$ cat config.mk
export PLATFORM = sky130hd
export DESIGN_NAME = notch_or_fir_lowpass_filter_top_flat
export DESIGN_NICKNAME = d
export VERILOG_FILES = /design/src/hdl/nfl_pkg.sv /design/src/hdl/nfl_if.sv /design/src/hdl/nfl_ram.sv /design/src/hdl/notch_or_fir_lowpass_filter_top.sv /design/src/flat_wrapper.sv
export VERILOG_INCLUDE_DIRS = /design/src /design/src/hdl
export SDC_FILE = /design/constraint.sdc
export NUM_CORES = 2
export LEC_CHECK = 0
export BUFFER_PORTS_ARGS = -buffer_cell sky130_fd_sc_hd__buf_2
export CORE_ASPECT_RATIO = 0.75
export CORE_MARGIN = 4
export CORE_UTILIZATION = 55
export CTS_BUF_LIST = sky130_fd_sc_hd__clkbuf_16
export CTS_CLUSTER_DIAMETER = 40
export DETAILED_ROUTE_END_ITERATION = 10
export PLACE_DENSITY = 0.81
export SLEW_MARGIN = 40
export SYNTH_ARGS = -nofsm -noshare
export SYNTH_HDL_FRONTEND = slang
export SYNTH_SLANG_ARGS = --single-unit
export TNS_END_PERCENT = 1
$ cat constraint.sdc
create_clock -name clk -period 9.5 [get_ports clk]
set_clock_uncertainty 0.2 [all_clocks]
set_input_delay 0.475 -clock clk [delete_from_list [all_inputs] [get_ports clk]]
set_output_delay 0.475 -clock clk [all_outputs]
set_load 0.05 [all_outputs]
$ cat src/hdl/assert_macros.svh
// assertion helpers, clocked on clk and disabled in reset
`ifndef ASSERT_MACROS_SVH
`define ASSERT_MACROS_SVH

// same-cycle implication
`define ASSERT_SAME(lbl, ante, cons, msg) \
  lbl: assert property (@(posedge clk) disable iff (rst) (ante) |-> (cons)) else $error(msg);

// next-cycle implication
`define ASSERT_NEXT(lbl, ante, cons, msg) \
  lbl: assert property (@(posedge clk) disable iff (rst) (ante) |=> (cons)) else $error(msg);

`endif

$ cat src/hdl/nfl_pkg.sv
package nfl_pkg;

  localparam int TAPS        = 51;
  localparam int FIR_LEN     = 51;
  localparam int SAMPLE_BITS = 24;
  localparam int COEF_BITS   = 18;
  localparam int FRAC_BITS   = 16;
  localparam int OUT_BITS    = SAMPLE_BITS + 2;
  localparam int MODE_BITS   = 2;

  // history terms plus the two feedback terms
  localparam int STEPS     = TAPS + 2;
  localparam int IDX_W     = $clog2(STEPS);
  localparam int CNT_W     = $clog2(TAPS + 1);
  localparam int ADDR_W    = $clog2(TAPS);
  localparam int FIR_IDX_W = $clog2(FIR_LEN);
  localparam int PROD_W    = OUT_BITS + COEF_BITS;
  localparam int ACC_W     = PROD_W + 4;

  localparam logic [MODE_BITS-1:0] MODE_NOTCH = 2'd0;
  localparam logic [MODE_BITS-1:0] MODE_FIR   = 2'd1;
  localparam logic [MODE_BITS-1:0] MODE_NONE  = 2'd2;

  localparam int NOTCH_UNITY = 1 << FRAC_BITS;
  localparam int NOTCH_C1    = 124657;
  localparam int NOTCH_C2    = 123410;
  localparam int NOTCH_C3    = 64232;

  localparam int ROUND_HALF  = 1 << (FRAC_BITS - 1);
  localparam int OUT_MAX_INT = (1 << (OUT_BITS - 1)) - 1;
  localparam logic signed [ACC_W-1:0] SAT_HI = ACC_W'(OUT_MAX_INT);
  localparam logic signed [ACC_W-1:0] SAT_LO = ACC_W'(-OUT_MAX_INT - 1);

  localparam int FIR_COEF [FIR_LEN] = '{
    0, 43, 81, 101, 80, 0, -132, -272, -343, -264,
    0, 397, 780, 941, 698, 0, -1003, -1950, -2362, -1789,
    0, 2891, 6400, 9777, 12217, 13107, 12217, 9777, 6400, 2891,
    0, -1789, -2362, -1950, -1003, 0, 698, 941, 780, 397,
    0, -264, -343, -272, -132, 0, 80, 101, 81, 43,
    0
  };

  typedef enum logic [1:0] {
    ST_IDLE,
    ST_MAC,
    ST_DRAIN,
    ST_DONE
  } state_t;

  // coefficient for one term of the sum, zero for unused modes
  function automatic logic signed [COEF_BITS-1:0] coef_lookup(
    input logic [MODE_BITS-1:0] mode,
    input logic [IDX_W-1:0]     step
  );
    logic signed [COEF_BITS-1:0] c;
    c = '0;
    case (mode)
      MODE_NOTCH: begin
        if (step == IDX_W'(0) || step == IDX_W'(2)) begin
          c = COEF_BITS'(NOTCH_UNITY);
        end else if (step == IDX_W'(1)) begin
          c = COEF_BITS'(-NOTCH_C1);
        end else if (step == IDX_W'(TAPS)) begin
          c = COEF_BITS'(NOTCH_C2);
        end else if (step == IDX_W'(TAPS + 1)) begin
          c = COEF_BITS'(-NOTCH_C3);
        end
      end
      MODE_FIR: begin
        if (step < IDX_W'(FIR_LEN) && step < IDX_W'(TAPS)) begin
          c = COEF_BITS'(FIR_COEF[step[FIR_IDX_W-1:0]]);
        end
      end
      default: c = '0;
    endcase
    return c;
  endfunction

endpackage

$ cat src/hdl/nfl_if.sv
interface nfl_in_if;
  import nfl_pkg::*;
  logic                          valid;
  logic                          ready;
  logic signed [SAMPLE_BITS-1:0] sample_in;
  modport source (output valid, output sample_in, input ready);
  modport sink (input valid, input sample_in, output ready);
endinterface

interface nfl_out_if;
  import nfl_pkg::*;
  logic                       valid;
  logic                       ready;
  logic signed [OUT_BITS-1:0] sample_out;
  modport source (output valid, output sample_out, input ready);
  modport sink (input valid, input sample_out, output ready);
endinterface

interface nfl_cfg_if;
  import nfl_pkg::*;
  logic                 valid;
  logic                 ready;
  logic [MODE_BITS-1:0] filter_mode;
  modport source (output valid, output filter_mode, input ready);
  modport sink (input valid, input filter_mode, output ready);
endinterface

$ cat src/hdl/nfl_ram.sv
module nfl_ram #(
  parameter int WIDTH = 8,
  parameter int DEPTH = 16
) (
  input  logic                     clk,
  input  logic                     we,
  input  logic [$clog2(DEPTH)-1:0] waddr,
  input  logic [WIDTH-1:0]         wdata,
  input  logic [$clog2(DEPTH)-1:0] raddr,
  output logic [WIDTH-1:0]         rdata
);

  logic [WIDTH-1:0] mem [DEPTH];

  always_ff @(posedge clk) begin
    if (we) begin
      mem[waddr] <= wdata;
    end
    rdata <= mem[raddr];
  end

endmodule

$ cat src/hdl/notch_or_fir_lowpass_filter_top.sv
// channel  | role   | payload
// smp      | sink   | sample_in, 24-bit signed
// res      | source | sample_out, 26-bit signed, saturated
// cfg      | sink   | filter_mode, 2-bit, always ready
//
// a sample is accepted in idle, then one shared multiply-accumulate takes the 51 history
// entries in the ram and the two feedback terms, one per cycle; the drain state then
// waits for the operand and product registers to empty, and the done state rounds and
// saturates into the output register; smp.ready is high only between samples
// a result waits in its last cycle until the output register is free
// synchronous reset clears mode, output history and fill count; ram needs no clearing
`include "assert_macros.svh"

module notch_or_fir_lowpass_filter_top (
  input logic       clk,
  input logic       rst,
  nfl_in_if.sink    smp,
  nfl_out_if.source res,
  nfl_cfg_if.sink   cfg
);
  import nfl_pkg::*;

  state_t state, state_next;

  logic [IDX_W-1:0]          step;
  logic [ADDR_W-1:0]         head;
  logic [ADDR_W-1:0]         head_wr;
  logic [ADDR_W-1:0]         rd_addr;
  logic [CNT_W-1:0]          fill;
  logic [MODE_BITS-1:0]      filter_mode;
  logic                      s1_valid;
  logic [IDX_W-1:0]          s1_step;
  logic                      p_valid;
  logic signed [PROD_W-1:0]  prod;
  logic signed [ACC_W-1:0]   acc;
  logic signed [OUT_BITS-1:0] y1;
  logic signed [OUT_BITS-1:0] y2;
  logic                      out_valid;
  logic signed [OUT_BITS-1:0] out_sample;

  logic [SAMPLE_BITS-1:0]     rdata;
  logic signed [OUT_BITS-1:0] opnd;
  logic signed [COEF_BITS-1:0] coef;
  logic signed [ACC_W-1:0]    acc_rnd;
  logic signed [ACC_W-1:0]    acc_shr;
  logic signed [OUT_BITS-1:0] y_sat;
  logic                       in_fire;
  logic                       mac_issue;
  logic                       done_fire;
  logic                       in_rdy;

  nfl_ram #(
    .WIDTH (SAMPLE_BITS),
    .DEPTH (TAPS)
  ) u_hist (
    .clk   (clk),
    .we    (in_fire),
    .waddr (head_wr),
    .wdata (smp.sample_in),
    .raddr (rd_addr),
    .rdata (rdata)
  );

  // next state
  always_comb begin
    state_next = state;
    unique case (state)
      ST_IDLE: begin
        if (smp.valid) begin
          state_next = ST_MAC;
        end
      end
      ST_MAC: begin
        if (step == IDX_W'(STEPS - 1)) begin
          state_next = ST_DRAIN;
        end
      end
      ST_DRAIN: begin
        if (!s1_valid && !p_valid) begin
          state_next = ST_DONE;
        end
      end
      ST_DONE: begin
        if (!out_valid || res.ready) begin
          state_next = ST_IDLE;
        end
      end
      default: state_next = ST_IDLE;
    endcase
  end

  // state outputs
  always_comb begin
    in_rdy    = 1'b0;
    mac_issue = 1'b0;
    done_fire = 1'b0;
    unique case (state)
      ST_IDLE:  in_rdy = 1'b1;
      ST_MAC:   mac_issue = 1'b1;
      ST_DRAIN: ;
      ST_DONE:  done_fire = !out_valid || res.ready;
      default:  ;
    endcase
  end

  assign smp.ready      = in_rdy;
  assign in_fire        = smp.valid && in_rdy;
  assign head_wr        = (head == ADDR_W'(TAPS - 1)) ? '0 : head + ADDR_W'(1);
  assign cfg.ready      = 1'b1;
  assign res.valid      = out_valid;
  assign res.sample_out = out_sample;

  // operand select: history entry, zero before it was ever written, or feedback
  always_comb begin
    if (s1_step < IDX_W'(TAPS)) begin
      if (s1_step < IDX_W'(fill)) begin
        opnd = {{(OUT_BITS - SAMPLE_BITS){rdata[SAMPLE_BITS-1]}}, rdata};
      end else begin
        opnd = '0;
      end
    end else if (s1_step == IDX_W'(TAPS)) begin
      opnd = y1;
    end else begin
      opnd = y2;
    end
    coef = coef_lookup(filter_mode, s1_step);
  end

  // round half up, then saturate
  always_comb begin
    acc_rnd = acc + ACC_W'(ROUND_HALF);
    acc_shr = acc_rnd >>> FRAC_BITS;
    if (acc_shr > SAT_HI) begin
      y_sat = SAT_HI[OUT_BITS-1:0];
    end else if (acc_shr < SAT_LO) begin
      y_sat = SAT_LO[OUT_BITS-1:0];
    end else begin
      y_sat = acc_shr[OUT_BITS-1:0];
    end
  end

  always_ff @(posedge clk) begin
    if (rst) begin
      state       <= ST_IDLE;
      step        <= '0;
      head        <= ADDR_W'(TAPS - 1);
      rd_addr     <= '0;
      fill        <= '0;
      filter_mode <= MODE_NOTCH;
      s1_valid    <= 1'b0;
      p_valid     <= 1'b0;
      y1          <= '0;
      y2          <= '0;
      out_valid   <= 1'b0;
    end else begin
      state    <= state_next;
      s1_valid <= mac_issue;
      p_valid  <= s1_valid;
      if (cfg.valid) begin
        filter_mode <= cfg.filter_mode;
      end
      if (in_fire) begin
        head    <= head_wr;
        rd_addr <= head_wr;
        step    <= '0;
        if (fill != CNT_W'(TAPS)) begin
          fill <= fill + CNT_W'(1);
        end
      end else if (mac_issue) begin
        step    <= step + IDX_W'(1);
        rd_addr <= (rd_addr == '0) ? ADDR_W'(TAPS - 1) : rd_addr - ADDR_W'(1);
      end
      if (done_fire) begin
        y1        <= y_sat;
        y2        <= y1;
        out_valid <= 1'b1;
      end else if (res.ready) begin
        out_valid <= 1'b0;
      end
    end
  end

  // datapath
  always_ff @(posedge clk) begin
    s1_step <= step;
    prod    <= opnd * coef;
    if (in_fire) begin
      acc <= '0;
    end else if (p_valid) begin
      acc <= acc + {{(ACC_W - PROD_W){prod[PROD_W-1]}}, prod};
    end
    if (done_fire) begin
      out_sample <= y_sat;
    end
  end

  `ASSERT_SAME(a_idle_empty, smp.ready, !s1_valid && !p_valid, "input taken with mac busy")
  `ASSERT_NEXT(a_start_mac, smp.valid && smp.ready, state == ST_MAC && step == '0, "mac not started")
  `ASSERT_SAME(a_addr_range, 1'b1, rd_addr < ADDR_W'(TAPS) && head < ADDR_W'(TAPS), "ram address out of range")
  `ASSERT_SAME(a_step_range, s1_valid, s1_step < IDX_W'(STEPS), "term index out of range")

endmodule

$ cat src/flat_wrapper.sv
// flat-port wrapper written by rule: the top's interface ports become plain ports
module notch_or_fir_lowpass_filter_top_flat import nfl_pkg::*;
  (clk, rst, smp_valid, smp_sample_in, smp_ready, res_valid, res_sample_out, res_ready, cfg_valid, cfg_filter_mode, cfg_ready);
  nfl_in_if smp_i ();
  nfl_out_if res_i ();
  nfl_cfg_if cfg_i ();
  input logic clk;
  input logic rst;
  input wire logic [$bits(smp_i.valid)-1:0] smp_valid;
  input wire logic [$bits(smp_i.sample_in)-1:0] smp_sample_in;
  output wire logic [$bits(smp_i.ready)-1:0] smp_ready;
  output wire logic [$bits(res_i.valid)-1:0] res_valid;
  output wire logic [$bits(res_i.sample_out)-1:0] res_sample_out;
  input wire logic [$bits(res_i.ready)-1:0] res_ready;
  input wire logic [$bits(cfg_i.valid)-1:0] cfg_valid;
  input wire logic [$bits(cfg_i.filter_mode)-1:0] cfg_filter_mode;
  output wire logic [$bits(cfg_i.ready)-1:0] cfg_ready;
  assign smp_i.valid = smp_valid;
  assign smp_i.sample_in = smp_sample_in;
  assign smp_ready = smp_i.ready;
  assign res_valid = res_i.valid;
  assign res_sample_out = res_i.sample_out;
  assign res_i.ready = res_ready;
  assign cfg_i.valid = cfg_valid;
  assign cfg_i.filter_mode = cfg_filter_mode;
  assign cfg_ready = cfg_i.ready;
  notch_or_fir_lowpass_filter_top u_core (.clk(clk), .rst(rst), .smp(smp_i), .res(res_i), .cfg(cfg_i));
endmodule
==> metrics <==
status finished with violations; violated checks hold timing; worst endpoint required time 9.98 ns; GRT met2 Usage 42.8%; Syn Area/Cell 14.1 sq um; Worst path slowest cell fa_1; WS Path Type reg2reg; Die Y-Extent 329 um; met3 usage 8.39%; crit path capture type flop; FILL cells 9546; Max IR drop VDD 0.242 mV; most used routing layer met2; CTS clock-pin slew for the worst setup and hold paths 0.07 ns; syn_nets 6032; Synth top area share 49.7%; wire length per cell 27.6 um; RSZ-0062 raised after global routing false; Tot GR Track Use 29.0%; worst skew pair latency 0.80 ns; Post-synth ARST share 0%; max_cap viols 0; num rows 117; area grow syn2layout 11.8%; Final ANT Viol Nets 0; min Tclk post-route 9.18 ns; Fin. Hold Viols 15; GR Overflow Total 0; Num CTS Buffers 156; worst reg2reg path depth 29; largest net degree at the start of global routing 101; Crit path top cell by count fa_1; post-synth cell types 81; share of cells above drive strength 1 17.0%; Routability Congestion 0.975; setup_tns 0 ns; DRC viols 0; FF+latch count, synth 1455; first-pass GRT wire length 309 mm; antenna cells 0; synth warn 0; CP peak stage delay 0.59 ns; Reg area 41700 sq um; CTS tree built; I/O Buffers 58; vias in the first global route 48.3k; DR vias/cell 6.37; fin crit share 96.6%; drt first-iter violations 6634; Cell Pwr Density 235 nW/um^2; M1 GR Usage 41.8%; ys flop type edfxtp_1; Layout Nets 6198; synthesized area 75600 sq um; Final Max Slew Viols 0; CTS Buffer Depth 3; Ports 60; CORE AREA 136000 sq um; Slew headroom 36.7%; area leader, netlist edfxtp_1; Crit path arrival time 9.66 ns; Root Buffer Master clkbuf_16; reg2reg start u_core.s1_step[0]; gate count after technology mapping 5362; worst-margin pin slew 0.940 ns; hpwl dp 129 mm; register area share after synthesis 55.1%; vias 47.4k; R2R Path End u_core.prod[42]; Finish-stage setup viols 0; initial antenna violation count 10; DRT Wirelength 206 mm; flop2flop setup slack 0.32 ns; Max Clk Rate 0.109 GHz; Synth area leaders edfxtp_1 50%, fa_1 12%, mux4_2 10%; Post-synth EDFFs 1250; DIE AREA 143000 sq um; Initial Util 55.5%; CP Launch Point u_core.s1_step[0]; Final Util 62.0%; clock sinks 1455; crit path to u_core.prod[42]; Die Wd 436 um; Multi-input gate area 31000 sq um; Hold Slack -0.0159 ns; leakage power 31.3 nW; H-tree depth 4; Setup crit start kind flop; Hold Crit Class in2reg; CP max FO 11; postcts setup bufs 0; Initial DRT Pass Iterations 7
-- state kept, by name, indices dropped and copies added (netlist names), 24 cells and up --
register and cells:
u_core.prod 44, u_core.acc 48, u_core.u_hist.mem 1224, u_core.u_hist.rdata 24, u_core.y1 26, u_core.y2 26
u_core.res.sample_out 26
-- layout make-up --
class | instances | area share [%]
clock buffer | 160 | 4.74
clock inverter | 131 | 1.45
inverter | 578 | 2.57
multi-input combinational | 3075 | 36.7
sequential | 1455 | 49.3
tap | 1785 | 2.64
timing repair buffer | 262 | 2.59
-- cells in the mapped netlist (19+ instances only) --
cell and count:
edfxtp_1 1250, inv_1 576, nor2_1 486, fa_1 458, nand2_1 451, mux4_2 334, dfxtp_1 205, clkbuf_1 182
ha_1 181, a21oi_1 162, o21ai_0 136, mux2i_1 103, xnor2_1 81, a21o_1 51, mux2_2 51, o22ai_1 49
buf_2 46, nand3_1 44, nor3_1 44, xor2_1 42, nand2b_1 34, nor2b_1 31, and2_1 29, a211oi_1 27
nand4_1 27, buf_1 25, o31ai_1 24, o22a_1 22, o21a_1 19
-- layout by cell type (no fill, tap or decap), types with 19 or more instances in the layout --
cell type | synthesis | final
xnor2_1 | 81 | 81
nor2_2 | 0 | 52
ha_1 | 181 | 179
dfxtp_1 | 205 | 198
inv_1 | 576 | 606
dlygate4sd3_1 | 0 | 28
mux2i_1 | 103 | 103
clkinv_1 | 1 | 30
mux4_2 | 334 | 334
a21o_1 | 51 | 51
o21a_1 | 19 | 19
buf_4 | 1 | 181
fa_1 | 458 | 458
nor2b_1 | 31 | 31
buf_2 | 46 | 35
o21ai_0 | 136 | 136
nand4_1 | 27 | 27
o31ai_1 | 24 | 23
nand3_1 | 44 | 43
nand2_1 | 451 | 451
a21oi_1 | 162 | 159
nor2_1 | 486 | 434
clkbuf_16 | 0 | 160
nand2b_1 | 34 | 33
and2_1 | 29 | 28
xor2_1 | 42 | 42
edfxtp_1 | 1250 | 1250
o22ai_1 | 49 | 47
mux2_2 | 51 | 51
nor3_1 | 44 | 44
a211oi_1 | 27 | 27
-- power breakdown --
group          internal, mW  total, mW  switching (mW)
registers              7.31       7.56           0.248
clock network          3.45       6.13            2.68
logic                  2.36       6.17            3.81
-- cells by family after synthesis --
family,Yosys count,synth area share [%]
compound gates,622,5.27
xor+xnor,123,1.43
fa+ha+maj,639,15.1
buf+inv,832,4.21
flops,1455,55.1
mux,488,12.1
other cells,1,0.00496
simple gates,1202,6.78
-- per-stage QoR --
stage / power, mW / area (sq um) / setup slack, ns / instances
after floorplan: 11.5 / 75600 / 1.16 / 5362
after global placement: 13.4 / 78700 / 0.563 / 7120
after detailed placement: 13.6 / 78900 / 0.425 / 7126
after CTS: 19.8 / 84300 / 0.303 / 7440
after global routing: 20.6 / 84500 / 0.0101 / 7446
final: 19.9 / 84500 / 0.324 / 7446
-- worst max-delay path, delay by kind of cell (launching register included) --
kind,cells,cell delay (ns)
compound gates,10,2.89
flops,1,0.38
buf+inv,5,0.63
simple gates,5,1.06
fa+ha+maj,8,3.77
xor+xnor,1,0.13
-- routing by layer --
metal | vias up | wire (um)
met5 | - | 28
met4 | 4 | 7150
met3 | 471 | 27900
met2 | 3399 | 91600
met1 | 24000 | 78900
li1 | 19500 | -
-- worst min-delay path by stage --
stage	start	end	slack [ns]	depth (start not counted)
detailed placement	u_core.step[5]	u_core.s1_step[5]	0.18	0
global placement	u_core.step[5]	u_core.s1_step[5]	0.17	0
floorplan	u_core.step[5]	u_core.s1_step[5]	0.16	0
global route	smp_sample_in[10]	u_core.u_hist.mem[23][10]	0.0006	1
finish	smp_sample_in[23]	u_core.u_hist.mem[18][23]	-0.02	1
CTS	res_ready	u_core.state[0]	0.11	4
-- repair_timing --
action	4_1_cts	5_1_grt
setup endpoints to repair	0	8
hold buffers	23	5
endpoints found under the hold margin	642	34
resized for setup	0	12
(Power assumes the default switching activity.)
